==> config.mk <==
export PLATFORM = sky130hd
export DESIGN_NAME = tlptb_ram
export DESIGN_NICKNAME = d
export VERILOG_FILES = /design/src/hdl/tlptb_ram.sv
export SDC_FILE = /design/constraint.sdc
export NUM_CORES = 1
export LEC_CHECK = 0
export ABC_AREA = 1
export BUFFER_PORTS_ARGS = -buffer_cell sky130_fd_sc_hd__buf_2
export CORE_MARGIN = 2
export CORE_UTILIZATION = 30
export DETAILED_ROUTE_END_ITERATION = 12
export GPL_TIMING_DRIVEN = 0
export HOLD_SLACK_MARGIN = 0.15
export PLACE_DENSITY = 0.46
export SLEW_MARGIN = 5
export SYNTH_ARGS = -nofsm -noshare
export SYNTH_HDL_FRONTEND = slang
export SYNTH_SLANG_ARGS = --single-unit
==> constraint.sdc <==
create_clock -name i_clk -period 1.2 [get_ports i_clk]
set_clock_uncertainty 0.1 [all_clocks]
set_input_delay 0.24 -clock i_clk [delete_from_list [all_inputs] [get_ports i_clk]]
set_output_delay 0.24 -clock i_clk [all_outputs]
set_load 0.005 [all_outputs]
==> src/hdl/tlptb_ram.sv <==
module tlptb_ram #(
    parameter int WIDTH = 8,
    parameter int DEPTH = 16
) (
    input  logic                                   i_clk,
    input  logic                                   i_we,
    input  logic [(DEPTH > 1 ? $clog2(DEPTH) : 1)-1:0] i_waddr,
    input  logic [WIDTH-1:0]                       i_wdata,
    input  logic [(DEPTH > 1 ? $clog2(DEPTH) : 1)-1:0] i_raddr,
    output logic [WIDTH-1:0]                       o_rdata
);

    logic [WIDTH-1:0] r_mem [DEPTH];

    // One write port and one registered read port.
    always_ff @(posedge i_clk) begin
        if (i_we) begin
            r_mem[i_waddr] <= i_wdata;
        end
        o_rdata <= r_mem[i_raddr];
    end

endmodule

# Yosys cells after proc, flatten, opt, wreduce, memory -nomap -nowiden
# Memory sizes are Yosys's and may differ from the RTL's. A register that Yosys moved wholly into a read port is not among the register bits.
# Index checks and enable logic that the tools add are counted.
# totals
register_bits	0
ram_bits	128
output_inout_bits	8
wordCells	3
memories	1
# classes
mux	2
# memory_table
name	words	width	read_ports	rd_ports_with_merged_regs	wr	line	rtl
r_mem	16	8	1	1	1	13	logic [WIDTH-1:0] r_mem [DEPTH];
# ops
op	n
1-bit two-way mux	2

# Logic depth before layout (Yosys ltp)
# Gate-level depths: netlist of run 1.
# logic_depth
ltp_word	2
depth_mapped	8
ltp_nobuf	7

# Worst setup path after synthesis of run 1
# No wires, ideal clock.
# synth_timing
kind	input to register
from	input port i_waddr[3] in the netlist's numbering
to	memory r_mem[4][0] (enable)
setup_ns	0.370
t_arrival_ns	0.821
setup_slack_ns	-0.091
path_stages	2
n_path_buf	0
cell_sequence	nand3b_1 > nor2_1
# synth_rtl
element	line	rtl
start: declaration	7	input logic [(DEPTH > 1 ? $clog2(DEPTH) : 1)-1:0] i_waddr,
end: declaration	13	
# No word-level cell before the write port.

# Worst setup path in the final report of run 1
# layout_timing
from	input port i_waddr[3] in the netlist's numbering
to	memory r_mem[7][0] (enable)
# No word-level cell before the write port.

==> results of run 1 <==
[area by class of cell]
type,instances,area [um^2],share of cell area [%]
Sequential cell,136,4010,57.8
Inverter,102,385,5.56
Tap cell,234,293,4.22
Buffer,24,178,2.56
Clock buffer,17,425,6.13
Clock inverter,15,208,3.00
Timing Repair Buffer,26,156,2.26
Multi-Input combinational cell,289,1280,18.5
[timing repair]
item | CTS | global route
resized for setup | 7 | 15
hold endpoints to repair | 50 | 0
setup endpoints to repair | 73 | 98
hold buffers | 4 | 0
gates cloned | 0 | 0
[placed cells by master (no fill, tap or decap), types with 2 or more instances in the layout]
cell type      count
buf_2             31
buf_4              4
buf_6              8
bufinv_16          5
clkbuf_16         17
clkbuf_4           2
clkinv_1           3
clkinv_2           3
clkinvlp_4         3
dfxtp_1            7
dlygate4sd3_1      4
edfxtp_1         128
inv_1            100
nand2_1          173
nand3_1           93
nand3_2            4
nand3b_1           2
nor2_1             3
nor2_2            11
nor2_4             3
[worst register-to-register path, cell delays in order, from the launching register on]
cell,delay [ns]
edfxtp_1,0.37
inv_1,0.06
nand2_1,0.05
nand3_1,0.09
nand3_1,0.10
nand3_1,0.16
nand2_1,0.08
[kinds of logic after synthesis]
logic type             Yosys count
AND/OR/NAND/NOR                289
flip-flops                     136
buffers and inverters          126
[stage by stage]
step / hold slack (ns) / setup TNS [ns]
6_report: 0.168 / -2.55
5_1_grt: 0.181 / -7.18
4_1_cts: 0.150 / -5.08
3_5_place_dp: 0.517 / -64.51
3_3_place_gp: 0.520 / -62.99
2_1_floorplan: 0.239 / -7.24
[report_power, final]
part	internal [W]	leakage (nW)	switching (W)
sequential	0.00531	1.22	0.0000256
clock	0.00365	0.301	0.00196
combinational	0.000225	1.42	0.000512
[layer usage]
layer	vias up	global-route usage, %	part of all wire, %
li1	1864	-	-
met1	1780	21.9	48
met2	101	23.1	44
met3	27	2.98	4.6
met4	0	7.56	3.1
met5	-	0	0
[sequential cells by signal (all words and copies together), names as in the netlist]
register	cells
o_rdata	8
r_mem	128
[how the worst max path moves through the flow]
| stage | from | to | slack, ns |
|---|---|---|---|
| after global routing | i_waddr[2] | r_mem[3][7]$_DFFE_PP_ | -0.12 |
| final | i_waddr[3] | r_mem[7][0]$_DFFE_PP_ | -0.09 |
| after CTS | i_waddr[3] | r_mem[6][5]$_DFFE_PP_ | -0.22 |
| after global placement | i_waddr[3] | r_mem[7][2]$_DFFE_PP_ | -0.71 |
| after detailed placement | i_waddr[3] | r_mem[7][2]$_DFFE_PP_ | -0.70 |
| after floorplan | i_waddr[2] | r_mem[10][0]$_DFFE_PP_ | -0.09 |
==> metrics, run 1 <==
placed insts 807; Hold Startpoint i_raddr[2]; Crit. End Element register; DIE WIDTH 143 um; CTS tree done; Post-synth EDFFs 128; biggest cell delay along the critical path 0.56 ns; instance count on the critical path 3; Root Driver clkbuf_16; Final Cycle Share 107%; gpl congestion 0.877; number of max-cap violations 0; area delta synth->final 20.2%; FFs w/ async S/R, synth 0%; Slew Limit Fails 0; Post-DP HPWL 9870 um; final worst slack -0.0886 ns; Synth Area in Simple Gates 21.0%; post-synthesis xor/xnor area fraction 0%; Synth top cells by count 173 x nand2_1, 128 x edfxtp_1, 100 x inv_1; PwrDens 1680 nW/um^2; nets 614; post-detailed-route count of antenna-violating nets 0; routed len/inst 17.4 um; status finished with violations; Vias/cell 4.47; Core Rows 50; CTS clock-pin slew for the worst setup and hold paths 0.06 ns; H-tree levels 4; fin area 6930 um^2; area of the die 20300 um^2; most common cell in the netlist nand2_1; worst slack, placed -0.703 ns; cell chain of the critical path buf_2 -> nand3b_1 -> nor2_2; global route overflow 0; DR vias 3772; yosys warns 0; Buf/Inv on CP 1; register area share after synthesis 69.4%; GRT Total Usage 15.6%; R2R Path End o_rdata[3]$_DFF_P_; Crit Path Max Fanout 8; FF+latch count, synth 136; post-synth top area share 66.7%; VDD IR max 1.06 mV; Port Buffers 22; delay-heaviest family, CP simple AND/OR/NAND/NOR gates; Non-Filler Instances 843; relative slew slack 55.9%; leakage 2.94 nW; slowest CP cell nor2_2; layout cell share with drive strength beyond 1 15.6%; ant diodes 0; largest net degree at the start of global routing 17; vias in the first global route 3642; Hold EP o_rdata[1]$_DFF_P_; top post-synthesis cells by area edfxtp_1 67%, nand2_1 11%, nand3_1 8.4%; Die Ht 143 um; top-level port count 26; Synth Area in Compound Gates 0%; clk buf depth 2; Routed WL 14700 um; initial antenna violation count 0; Mapped Area 5770 um^2; final setup fails 56; Fill cells 1852; critical path type primary input to register; core occupancy in the finished layout 36.9%; cell taking the most area after synthesis edfxtp_1; CP startpoint kind primary input; total core area 18800 um^2; HP Class primary input to register; reg2reg setup slack 0.08 ns; RSZ-0062 raised after global routing true; WHS Path Cells 4; clk_lat worst skew 0.42 ns; Initial Utilization 30.7%; final hold violations 0; Yosys cell types 12; synthesized instance count 551; Post-Place Cell Area 6180 um^2; first-pass GRT wire length 22400 um; FMAX 776 MHz; router iterations before antenna repair 5; CP Data Arrival Time 1.24 ns; largest family of logic cells by synthesized area simple AND/OR/NAND/NOR gates; required time of the worst setup path 1.15 ns; initial DRC count 362; ys flop type edfxtp_1; total CTS buffers 17; worst r2r src r_mem[6][3]$_DFFE_PP_; cells on worst reg2reg path 6; Setup Buffers After CTS 0; post-synthesis mux area share 0%; clk sink count 136; Worst Tran Pin Value 0.660 ns; post-synthesis adder-cell area fraction 0%; Syn Nets 569; failing checks setup timing; post-layout minimum cycle time 1.29 ns; DRC viols 0; total power 0.0117 W; Synth Area per Inst 10.5 um^2
(Power assumes the default switching activity.)
==> inputs of run 2 (changes only) <==
PLACE_DENSITY = 0.45   (was 0.46)
clock period = 1.3 ns   (was 1.2 ns; I/O delays follow)
==> metrics, run 2 (synthesis gave the netlist of run 1 again) <==
status finished with violations; failing checks setup timing; setup TNS -2.01 ns (+0.532 ns); cts hold-fix bufs 0 (-4); first-pass GRT wire length 22900 um (+2.2%); FMAX 718 MHz; Top Registers r_mem (128), o_rdata (8); global route overflow 0 (unchanged); router iterations before antenna repair 5 (unchanged); Initial Utilization 30.7% (unchanged); clk sink count 136 (unchanged); total power 0.0108 W (-7.8%); WHS Path Cells 1 (-3); RSZ-0062 raised after global routing true; cell chain of the critical path buf_2 -> nand3b_1 -> nor2_2; nets 610 (-0.65%); routed len/inst 18.1 um (+3.9%); final setup fails 40 (-29%); Crit. End Element register; CTS clock-pin slew for the worst setup and hold paths 0.06 ns (about the same); CP startpoint kind primary input; initial DRC count 374 (+3.3%); CP Data Arrival Time 1.35 ns (+0.11 ns); initial antenna violation count 0 (unchanged); CTS tree done; top-level port count 26 (unchanged); DRC viols 0 (unchanged); total core area 18800 um^2 (unchanged); most frequent cells in the layout 173 x nand2_1, 128 x edfxtp_1, 100 x inv_1; layout cell share with drive strength beyond 1 14.5% (-1.1 points); GRT Total Usage 15.9% (+0.33 points); leakage 2.91 nW (-0.88%); Crit Path Max Fanout 8 (unchanged); post-layout minimum cycle time 1.39 ns; Core Rows 50 (unchanged); biggest cell delay along the critical path 0.53 ns (-0.03 ns); area delta synth->final 18.8%; largest net degree at the start of global routing 17 (unchanged); PwrDens 1570 nW/um^2 (-6.7%); Port Buffers 22 (unchanged); Setup Buffers After CTS 0 (unchanged); clk_lat worst skew 0.42 ns (about the same); Root Driver clkbuf_16; gpl congestion 0.835 (-4.8%); VDD IR max 0.823 mV (-22%); max reg flops 128 (unchanged); clk buf depth 2 (unchanged); Largest Register r_mem; DR vias 3817 (+1.2%); critical path type primary input to register; core occupancy in the finished layout 36.5% (-0.44 points); final hold violations 0 (unchanged); DIE WIDTH 143 um (unchanged); Worst Tran Pin Value 0.745 ns (+0.0855 ns); slowest CP cell nor2_2; Final Cycle Share 107%; relative slew slack 50.1% (-5.7 points); cells on worst reg2reg path 6 (unchanged); commonest non-fill, non-tap cell in the layout nand2_1; Slew Limit Fails 0 (unchanged); Routed WL 15200 um (+3.4%); HP Class primary input to register; final worst slack -0.0932 ns (-0.00456 ns); Vias/cell 4.55 (+1.7%); Die Ht 143 um (unchanged); Post-DP HPWL 10100 um (+1.9%); vias in the first global route 3659 (+0.47%); required time of the worst setup path 1.26 ns (+0.11 ns); ant diodes 0 (unchanged); area of the die 20300 um^2 (unchanged); H-tree levels 4 (unchanged); post-detailed-route count of antenna-violating nets 0 (unchanged); number of max-cap violations 0 (unchanged); total CTS buffers 17 (unchanged)
run 2: cell count changes in the layout (fill, tap and decap cells not counted), sizes merged:
cell / delta
buf: +1
clkinvlp: -1
dlygate4sd3: -4
run 2: power breakdown:
group          leakage [nW]  internal, W  switching [W]
combinational          1.39     0.000190       0.000478
clock                 0.305      0.00338        0.00180
sequential             1.22      0.00490      0.0000227
total                  2.91      0.00847        0.00230
run 2: path summary, 6_finish.rpt:
path,slack (ns),to,start
hold reg to reg,0.61,o_rdata[0]$_DFF_P_,r_mem[13][0]$_DFFE_PP_
hold / removal,0.17,r_mem[0][5]$_DFFE_PP_,i_wdata[5]
setup reg to reg,0.13,o_rdata[3]$_DFF_P_,r_mem[1][3]$_DFFE_PP_
setup / recovery,-0.09,r_mem[4][3]$_DFFE_PP_,i_waddr[3]
run 2: through the flow:
step | hold WS (ns) | instance area [um^2] | worst slack [ns] | std cells
2_1_floorplan | 0.259 | 5770 | -0.0108 | 551
3_3_place_gp | 0.540 | 6170 | -0.634 | 807
3_5_place_dp | 0.538 | 6170 | -0.676 | 807
4_1_cts | 0.155 | 6830 | -0.0660 | 839
5_1_grt | 0.169 | 6850 | -0.162 | 839
6_report | 0.165 | 6850 | -0.0932 | 839
run 2: cell type report:
type                            instances  area, um^2
Sequential cell                       136        4000
Inverter                              102         383
Multi-Input combinational cell        289        1260
Fill cell                            1881       11900
Clock buffer                           18         429
Timing Repair Buffer                   22         110
Clock inverter                         14         205
Buffer                                 24         169
Tap cell                              234         293
run 2: timing repair:
action	CTS	global route
endpoints found under the hold margin	0	0
setup endpoints to repair	80	84
resized for setup	10	6
run 2: worst max-delay path: cells and delay by family:
family / cells / cell delay, ns
buffers and inverters: 1 / 0.12
AND/OR/NAND/NOR: 2 / 0.96
run 2: per-layer routing:
layer / up-vias / track usage (%) / part of all wire, %
li1: 1859 / - / -
met1: 1825 / 22.0 / 46
met2: 121 / 24.6 / 47
met3: 12 / 3.32 / 5.5
met4: 0 / 5.89 / 1.4
met5: - / 0 / 0
